<file path="config.mk">
export PLATFORM = sky130hd
export DESIGN_NAME = x86_decimal_adjust_unit
export DESIGN_NICKNAME = d
export VERILOG_FILES = /design/src/hdl/dau_pkg.sv /design/src/hdl/dau_adjust.sv /design/src/hdl/dau_div_cell.sv /design/src/hdl/x86_decimal_adjust_unit.sv
export VERILOG_INCLUDE_DIRS = /design/src /design/src/hdl
export SDC_FILE = /design/constraint.sdc
export NUM_CORES = 1
export LEC_CHECK = 0
export ABC_CLOCK_PERIOD_IN_PS = 9800
export BUFFER_PORTS_ARGS = -buffer_cell sky130_fd_sc_hd__buf_2
export CAP_MARGIN = 15
export CORE_ASPECT_RATIO = 1.4
export CORE_MARGIN = 2
export CORE_UTILIZATION = 56
export DETAILED_ROUTE_END_ITERATION = 10
export PLACE_DENSITY = 0.76
export SLEW_MARGIN = 20
export SYNTH_ARGS = -nofsm -noshare
export SYNTH_HDL_FRONTEND = slang
export SYNTH_SLANG_ARGS = --single-unit
</file>
<file path="constraint.sdc">
create_clock -name clk_i -period 9.8 [get_ports clk_i]
set_clock_uncertainty 0.2 [all_clocks]
set_input_delay 0 -clock clk_i [delete_from_list [all_inputs] [get_ports clk_i]]
set_output_delay 0 -clock clk_i [all_outputs]
set_load 0.02 [all_outputs]
</file>
<file path="src/hdl/x86_decimal_adjust_unit_macros.svh">
// Assertion macros shared by the decimal adjust unit.
`ifndef X86_DECIMAL_ADJUST_UNIT_MACROS_SVH
`define X86_DECIMAL_ADJUST_UNIT_MACROS_SVH

// Same-cycle implication, checked on the rising clock edge outside reset.
`define DAU_ASSERT_IMPL(label, clk, rst_n, lhs, rhs) \
  label: assert property (@(posedge clk) disable iff (!(rst_n)) (lhs) |-> (rhs)) \
    else $error("dau: implication failed");

// Next-cycle implication, checked on the rising clock edge outside reset.
`define DAU_ASSERT_NEXT(label, clk, rst_n, lhs, rhs) \
  label: assert property (@(posedge clk) disable iff (!(rst_n)) (lhs) |=> (rhs)) \
    else $error("dau: next-cycle implication failed");

`endif

</file>
<file path="src/hdl/dau_pkg.sv">
// Types, constants and helper functions of the decimal adjust unit.
package dau_pkg;

  typedef enum logic [2:0] {
    ACT_AAA = 3'd0,
    ACT_AAS = 3'd1,
    ACT_AAM = 3'd2,
    ACT_AAD = 3'd3,
    ACT_DAA = 3'd4,
    ACT_DAS = 3'd5
  } dau_action_e;

  localparam int unsigned ByteW = 8;
  // One restoring division step per cell, one cell per dividend bit.
  localparam int unsigned DivSteps = ByteW;

  localparam logic [3:0] NibbleMax = 4'd9;
  localparam logic [7:0] LowAdj    = 8'h06;
  localparam logic [7:0] HighAdj   = 8'h60;
  localparam logic [7:0] BcdMax    = 8'h99;

  typedef struct packed {
    logic [2:0]       action;
    logic [ByteW-1:0] al_in;
    logic [ByteW-1:0] ah_in;
    logic [ByteW-1:0] imm;
    logic             af_in;
    logic             cf_in;
    logic             of_in;
    logic [2:0]       zsp_in;
  } dau_req_t;

  typedef struct packed {
    logic [ByteW-1:0] al_out;
    logic [ByteW-1:0] ah_out;
    logic             af_out;
    logic             cf_out;
    logic             of_out;
    logic             zf_out;
    logic             sf_out;
    logic             pf_out;
    logic             status;
  } dau_res_t;

  // One slot of the division chain: the result so far plus the divider state.
  typedef struct packed {
    logic             valid;
    logic             do_div;
    logic [ByteW-1:0] div;
    logic [ByteW-1:0] rem;
    logic [ByteW-1:0] aq;
    dau_res_t         res;
  } dau_lane_t;

  // Returns {PF, SF, ZF} for a new AL.
  function automatic logic [2:0] dau_zsp(logic [ByteW-1:0] al);
    dau_zsp = {~^al, al[ByteW-1], (al == '0)};
  endfunction

endpackage

</file>
<file path="src/hdl/dau_adjust.sv">
// Entry logic: executes the adjust instructions and primes the division chain.
module dau_adjust (
  input  dau_pkg::dau_req_t  req_i,
  input  logic               valid_i,
  output dau_pkg::dau_lane_t lane_o
);
  import dau_pkg::*;

  logic             lo_fix;
  logic             hi_fix;
  logic [15:0]      prod;
  logic [ByteW-1:0] al_tmp;
  dau_res_t         res;

  assign lo_fix = (req_i.al_in[3:0] > NibbleMax) || req_i.af_in;
  assign hi_fix = (req_i.al_in > BcdMax) || req_i.cf_in;
  assign prod   = 16'(req_i.ah_in) * 16'(req_i.imm);

  always_comb begin
    res.al_out = req_i.al_in;
    res.ah_out = req_i.ah_in;
    res.af_out = req_i.af_in;
    res.cf_out = req_i.cf_in;
    res.of_out = req_i.of_in;
    res.zf_out = req_i.zsp_in[0];
    res.sf_out = req_i.zsp_in[1];
    res.pf_out = req_i.zsp_in[2];
    res.status = 1'b0;
    al_tmp     = req_i.al_in;
    case (req_i.action)
      ACT_AAA, ACT_AAS: begin
        if (lo_fix) begin
          if (req_i.action == ACT_AAA) begin
            al_tmp     = req_i.al_in + LowAdj;
            res.ah_out = req_i.ah_in + 8'd1;
          end else begin
            al_tmp     = req_i.al_in - LowAdj;
            res.ah_out = req_i.ah_in - 8'd1;
          end
        end
        res.af_out = lo_fix;
        res.cf_out = lo_fix;
        res.al_out = {4'h0, al_tmp[3:0]};
        {res.pf_out, res.sf_out, res.zf_out} = dau_zsp({4'h0, al_tmp[3:0]});
      end
      ACT_AAM: begin
        // A zero base only sets status; otherwise the chain fills in AL and AH.
        res.status = (req_i.imm == '0);
      end
      ACT_AAD: begin
        al_tmp     = req_i.al_in + prod[ByteW-1:0];
        res.al_out = al_tmp;
        res.ah_out = '0;
        res.of_out = 1'b0;
        res.cf_out = 1'b0;
        {res.pf_out, res.sf_out, res.zf_out} = dau_zsp(al_tmp);
      end
      ACT_DAA, ACT_DAS: begin
        if (lo_fix) begin
          al_tmp = (req_i.action == ACT_DAA) ? al_tmp + LowAdj : al_tmp - LowAdj;
        end
        // The high digit decision looks at the original AL and CF.
        if (hi_fix) begin
          al_tmp = (req_i.action == ACT_DAA) ? al_tmp + HighAdj : al_tmp - HighAdj;
        end
        res.af_out = lo_fix;
        res.cf_out = hi_fix;
        res.al_out = al_tmp;
        {res.pf_out, res.sf_out, res.zf_out} = dau_zsp(al_tmp);
      end
      default: begin
      end
    endcase
  end

  assign lane_o.valid  = valid_i;
  assign lane_o.do_div = (req_i.action == ACT_AAM) && (req_i.imm != '0);
  assign lane_o.div    = req_i.imm;
  assign lane_o.rem    = '0;
  assign lane_o.aq     = req_i.al_in;
  assign lane_o.res    = res;

endmodule

</file>
<file path="src/hdl/dau_div_cell.sv">
// One cell of the division chain: a single restoring step, registered.
module dau_div_cell (
  input  logic               clk_i,
  input  logic               rst_ni,
  input  logic               en_i,
  input  dau_pkg::dau_lane_t lane_i,
  output dau_pkg::dau_lane_t lane_o
);
  import dau_pkg::*;

  logic             valid_q;
  dau_lane_t        lane_d;
  dau_lane_t        lane_q;
  logic [ByteW+1:0] diff;

  // The shifted partial remainder is one bit wider than a byte; a clear top bit
  // of the difference means the divisor fits.
  assign diff = {1'b0, lane_i.rem, lane_i.aq[ByteW-1]} - {2'b00, lane_i.div};

  always_comb begin
    lane_d = lane_i;
    if (!diff[ByteW+1]) begin
      lane_d.rem = diff[ByteW-1:0];
      lane_d.aq  = {lane_i.aq[ByteW-2:0], 1'b1};
    end else begin
      lane_d.rem = {lane_i.rem[ByteW-2:0], lane_i.aq[ByteW-1]};
      lane_d.aq  = {lane_i.aq[ByteW-2:0], 1'b0};
    end
  end

  always_ff @(posedge clk_i or negedge rst_ni) begin
    if (!rst_ni) begin
      valid_q <= 1'b0;
    end else if (en_i) begin
      valid_q <= lane_i.valid;
    end
  end

  always_ff @(posedge clk_i) begin
    if (en_i) begin
      lane_q <= lane_d;
    end
  end

  always_comb begin
    lane_o       = lane_q;
    lane_o.valid = valid_q;
  end

endmodule

</file>
<file path="src/hdl/x86_decimal_adjust_unit.sv">
// Top level of the x86 decimal and ASCII adjust unit.
// Each request passes through the eight registered cells of the chain, one cell per AAM quotient bit.
// Throughput: one request per cycle unless a waiting result stalls it; the whole eight-cell chain advances together.
// The last cell doubles as the output register, so a waiting result stalls the chain.
// Reset clears the valid bits of every cell; the payload registers are not reset.
module x86_decimal_adjust_unit (
  input  logic              clk_i,
  input  logic              rst_ni,
  input  logic              in_valid_i,
  output logic              in_stall_o,
  input  dau_pkg::dau_req_t in_req_i,
  output logic              out_valid_o,
  input  logic              out_stall_i,
  output dau_pkg::dau_res_t out_res_o
);
  import dau_pkg::*;
  `include "x86_decimal_adjust_unit_macros.svh"

  dau_lane_t lane [DivSteps+1];
  logic      adv;
  dau_lane_t last;

  assign adv        = !lane[DivSteps].valid || !out_stall_i;
  assign in_stall_o = !adv;

  dau_adjust u_adjust (
    .req_i   (in_req_i),
    .valid_i (in_valid_i),
    .lane_o  (lane[0])
  );

  for (genvar k = 0; k < DivSteps; k++) begin : g_cell
    dau_div_cell u_cell (
      .clk_i  (clk_i),
      .rst_ni (rst_ni),
      .en_i   (adv),
      .lane_i (lane[k]),
      .lane_o (lane[k+1])
    );
  end

  assign last = lane[DivSteps];

  always_comb begin
    out_res_o = last.res;
    if (last.do_div) begin
      out_res_o.al_out = last.rem;
      out_res_o.ah_out = last.aq;
      {out_res_o.pf_out, out_res_o.sf_out, out_res_o.zf_out} = dau_zsp(last.rem);
    end
  end

  assign out_valid_o = last.valid;

  // The input only stalls behind a result that is itself held up.
  `DAU_ASSERT_IMPL(a_stall_cause, clk_i, rst_ni, in_stall_o, out_valid_o && out_stall_i)
  // A finished division always leaves a remainder below the base.
  `DAU_ASSERT_IMPL(a_rem_below_base, clk_i, rst_ni, last.valid && last.do_div,
                   last.rem < last.div)
  // While the chain is frozen, the first and middle cells neither gain nor lose a request.
  `DAU_ASSERT_NEXT(a_chain_frozen, clk_i, rst_ni, !adv,
                   $stable(lane[1].valid) && $stable(lane[DivSteps/2].valid))

endmodule
</file>
======== Word level (Yosys, flattened, before mapping) ========
Cells that the tools add are included.
storage, ports and cells
  flip-flop bits (word level) ............. 384
  output and inout bits ................... 25
  logic and storage cells ................. 182
operators by class
  add/subtract/negate cells ............... 15
  $mul .................................... 1
  magnitude comparators ................... 2
  equality and inequality tests ........... 5
  mux-type cells .......................... 26
  reductions and logical operators ........ 21
operators with widths
  operator                                              number
  2-to-1 mux 16 bit                                     8
  subtractor 9 x 8 -> 10 bit                            7
  2-to-1 mux 8 bit                                      8
  logical NOT 8 bit                                     4
  XNOR reduction 8 bit                                  4
  case mux 8 bit (3 select lines)                       1
  case mux 8 bit (2 select lines)                       1
  2-to-1 mux 4 bit                                      3
  2-to-1 mux 9 bit                                      1
  case mux 3 bit (3 select lines)                       1
  subtractor 1 x 8 -> 9 bit                             1
  adder 8 x 1 -> 8 bit, second input constant           1
  adder 8 x 3 -> 8 bit, second input constant           1
  adder 8 x 7 -> 8 bit, second input constant           1
  adder 8 bit                                           1
  greater-than comparator 8 bit, second input constant  1
  multiplier 8 x 8 -> 8 bit                             1
  nonzero test 8 bit                                    1
  subtractor 8 x 1 -> 8 bit, second input constant      1
  subtractor 8 x 3 -> 8 bit, second input constant      1
  subtractor 8 x 7 -> 8 bit, second input constant      1
  == test 3 x 2 -> 1 bit, second input constant         2
  == test 3 bit, second input constant                  2
  greater-than comparator 4 bit, second input constant  1
  11 further kinds                                      16

======== Longest topological paths before layout ========
  word-level depth ........................ 10
  depth in mapped cells ................... 20
  depth with buffers taken out ............ 19

======== Hierarchy ========
From an unflattened synthesis, not the netlist that was laid out.
unflattened totals
  cell total of the unflattened synthesis .. 1295
  area total of the unflattened synthesis .. 18849.3 sq um
by module, submodules not included
  module                               times used  cells an instance  area an instance (sq um)  sequential area each (sq um)
  dau_div_cell (g_cell[0].u_cell ...)  7           111                1981.9                    1466.4
  dau_adjust                           1           364                2642.5                    0.0
  dau_div_cell (g_cell[7].u_cell)      1           111                1984.4                    1466.4
  x86_decimal_adjust_unit              1           43                 349.1                     0.0

======== Worst setup path before layout ========
No wires, ideal clock.
  kind .................................... flip-flop to output port
  from .................................... register g_cell[7].u_cell.valid_q
  to ...................................... output port in_stall_o
  arrival time ............................ 9961 ps
  path slack .............................. -361 ps
  cell stages (with the launch flop) ...... 3
  path buffers ............................ 0
  cell sequence ........................... dfrtp_1 nand2_1 inv_1
between the ends
  cells in the longest elaborated chain, start to end .. 3
ends and longest elaborated chain
  item                    line                           RTL
  start, declared         dau_div_cell.sv:11             logic valid_q;
  start signal, assigned  dau_div_cell.sv:35             valid_q <= lane_i.valid;
  logical NOT 1 bit       x86_decimal_adjust_unit.sv:23  assign adv = !lane[DivSteps].valid || !out_stall_i;
  logical OR 1 bit        x86_decimal_adjust_unit.sv:23
  logical NOT 1 bit       x86_decimal_adjust_unit.sv:24  assign in_stall_o = !adv;
  end, declared           x86_decimal_adjust_unit.sv:10  output logic in_stall_o,
Every way passes these cells.

==> qor.txt <==
status - complete, no violations
ant diodes - 0
first-pass GRT wire length - 46000 µm
CTS tree - built
GRT overflow - 0
most common cell after layout, fill and taps aside - edfxtp_1
area of the multi-input gates - 0.00542 mm²
r2r endpoint - g_cell[2].u_cell.lane_o[19]
drt drc - 0
Synth Register Bits - 384
core outline area - 0.0308 mm²
CTS Sinks - 384
H-tree depth - 2
adder-cell area share of the yosys netlist - 9.98%
layout cells sized above 1 - 13.6%
GRT Util Overall - 17.5%
CTS-repair resized insts - 0
Post-Synth XOR/XNOR Area - 2.57%
crit path setup slack, layout - 3760 ps
Setup-failing EPs final - 0
startpoint types - input port
CTS buffer count - 35
post-CTS setup repair buffer count - 0
CP arrival - 6090 ps
post-synthesis mux area share - 4.85%
max-cap violation count - 0
fill count - 2184
cell count after synthesis - 1230
Ys Warns - 0
Final Hold Violating Endpoints - 0
Primary FF master, synth - edfxtp_1
most frequent cells in the layout - edfxtp_1, inv_1, ha_1
sequential area share after synthesis - 65.4%
clock-pin slew on the worst setup and hold paths - 70 ps
hold crit path type - in2reg
post-synthesis compound-gate area fraction - 6.57%
CTS root buffer - clkbuf_16
worst skew pair latency - 510 ps
Max clock buf depth - 3
vias in the first global route - 9822
crit share post-route - 61.7%
Syn Area/Cell - 14.3 µm²
crit end category - register
Die Y - 214 µm
setup_tns - 0 ps
slew margin rel. - 28.7%
synthesized area - 0.0176 mm²
FF-to-FF path depth - 3
remaining antenna violation count - 0
DIE AREA - 0.0328 mm²
design area - 0.0198 mm²
routability-driven placement congestion ratio - 0.851
FF/Latch Area - 0.0115 mm²
register-to-register path setup slack - 6430 ps
Async SR Flop Fraction - 2.08%
TritonRoute pass-1 iters - 4
IO buf count - 61
Setup WS pre-CTS - 4790 ps
Area after DPL - 0.0183 mm²
EDFF count, synth - 376
Worst VDD drop - 0.174 mV
PwrDens - 333 mW/mm²
largest family of logic cells by synthesized area - adder cells
DP Wirelength - 19400 µm
initial drt markers - 408
setup repair after global routing missed its margin - no
Critical Path RT - 9850 ps
Leak Pwr - 7.93 nW
Top-Level Pins - 62
slew of the pin with the lowest slew margin - 1070 ps
crit path kind - in2reg
routed vias - 9495
Tmin final - 6040 ps
final wirelength - 28300 µm
fmax - 0.165 GHz
NumNets Final - 1508
Yosys cell types - 56
Hold Path Depth - 4
WL per Instance - 16.1 µm
Final Max Slew Viols - 0
Critical Path Source - in_req_i[7]
initial antenna violation count - 0
Vias/cell - 5.39
largest net degree at the start of global routing - 211
Initial Util - 57.1%
crit path max fanout - 12
Layout area overhead - 12.8%
row count - 76
crit path capture - g_cell[0].u_cell.lane_o[3]
RR Startpoint - g_cell[7].u_cell.valid_q
Die Span X - 154 µm
simple-gate share of the synthesized area - 6.73%
## report_power, final
part	total (W)	switching [W]	leakage, nW	internal (W)
sequential	0.00300	0.000244	3.89	0.00275
clock	0.00132	0.000546	0.538	0.000770
combinational	0.00229	0.00126	3.50	0.00103
total	0.00660	0.00205	7.93	0.00456
## stage by stage
| step | std cells | hold slack, ps | power [W] | utilization (%) |
|---|---|---|---|---|
| 4_1_cts | 1761 | 7.97 | 0.00666 | 64.4 |
| 3_3_place_gp | 1658 | -358 | 0.00517 | 59.4 |
| 3_5_place_dp | 1658 | -349 | 0.00529 | 59.4 |
| 6_report | 1761 | 60.0 | 0.00660 | 64.4 |
| 5_1_grt | 1761 | 62.9 | 0.00704 | 64.4 |
| 2_1_floorplan | 1232 | -496 | 0.00482 | - |
## worst min path at each step
stage,start,end
after floorplan,rst_ni,g_cell[0].u_cell.valid_q
after global placement,rst_ni,g_cell[7].u_cell.valid_q
after detailed placement,rst_ni,g_cell[5].u_cell.valid_q
after CTS,in_req_i[4],g_cell[0].u_cell.lane_o[20]
after global routing,in_req_i[4],g_cell[0].u_cell.lane_o[20]
final,in_req_i[4],g_cell[0].u_cell.lane_o[20]
## Yosys cell counts, types with 8 or more instances
library cell	number	share of area, %
a21boi_0	16	0.68
xnor2_1	40	2.0
nor2b_1	16	0.57
a211oi_1	8	0.34
fa_1	27	3.1
o31ai_1	10	0.43
nor2_1	75	1.6
o21a_1	18	0.77
a21oi_1	25	0.71
and2_1	13	0.46
inv_1	146	3.1
ha_1	97	6.9
nand3_1	22	0.63
mux2_2	58	3.7
or2_2	9	0.32
nor3_1	18	0.51
clkbuf_1	22	0.47
edfxtp_1	376	64
dfrtp_1	8	1.1
o21ai_0	42	1.2
nand2_1	66	1.4
xor2_1	9	0.45
mux2i_1	20	1.1
or4_1	8	0.34
## registers in the layout (all words and copies together), names as in the netlist
register               count
g_cell.u_cell.lane_o     376
g_cell.u_cell.valid_q      8
## per-layer routing
metal	vias up	share of wire (%)	wire length, µm	track usage (%)
met1	4575	37	10400	18.3
met4	0	5.2	1480	9.87
met2	173	55	15600	33.5
met5	-	0	0	0
li1	4685	-	-	-
met3	62	3.0	853	2.55
## what timing repair did
action	4_1_cts	5_1_grt
hold endpoints to repair	54	0
hold buffers	42	0
setup endpoints to repair	0	0
## cells by family after synthesis
group,after synthesis
muxes,78
adders and majority gates,124
buffers and inverters,175
and+or+nand+nor,248
xor gates and xnor gates,50
AOI/OAI and AO/OA,170
other,1
DFF,384
## critical path, stage by stage
cell	delay (ps)
dlygate4sd3_1	530
buf_2	200
and2_1	200
fa_1	510
inv_1	50
fa_1	490
inv_1	50
ha_1	270
inv_1	60
fa_1	530
inv_1	70
fa_1	450
a21o_1	180
a21oi_1	140
xnor3_1	460
xnor2_1	150
ha_1	210
nand4_1	80
nor2_1	50
a31oi_1	180
dlygate4sd3_1	590
o21ai_0	70
dlygate4sd3_1	570
## cell type report
class,count,area share [%]
Sequential cell,384,57.9
Tap cell,390,2.46
Clock inverter,17,0.839
Multi-Input combinational cell,673,27.3
Clock buffer,44,4.80
Timing Repair Buffer,106,3.84
Inverter,147,2.78
(Power assumes the default switching activity.)
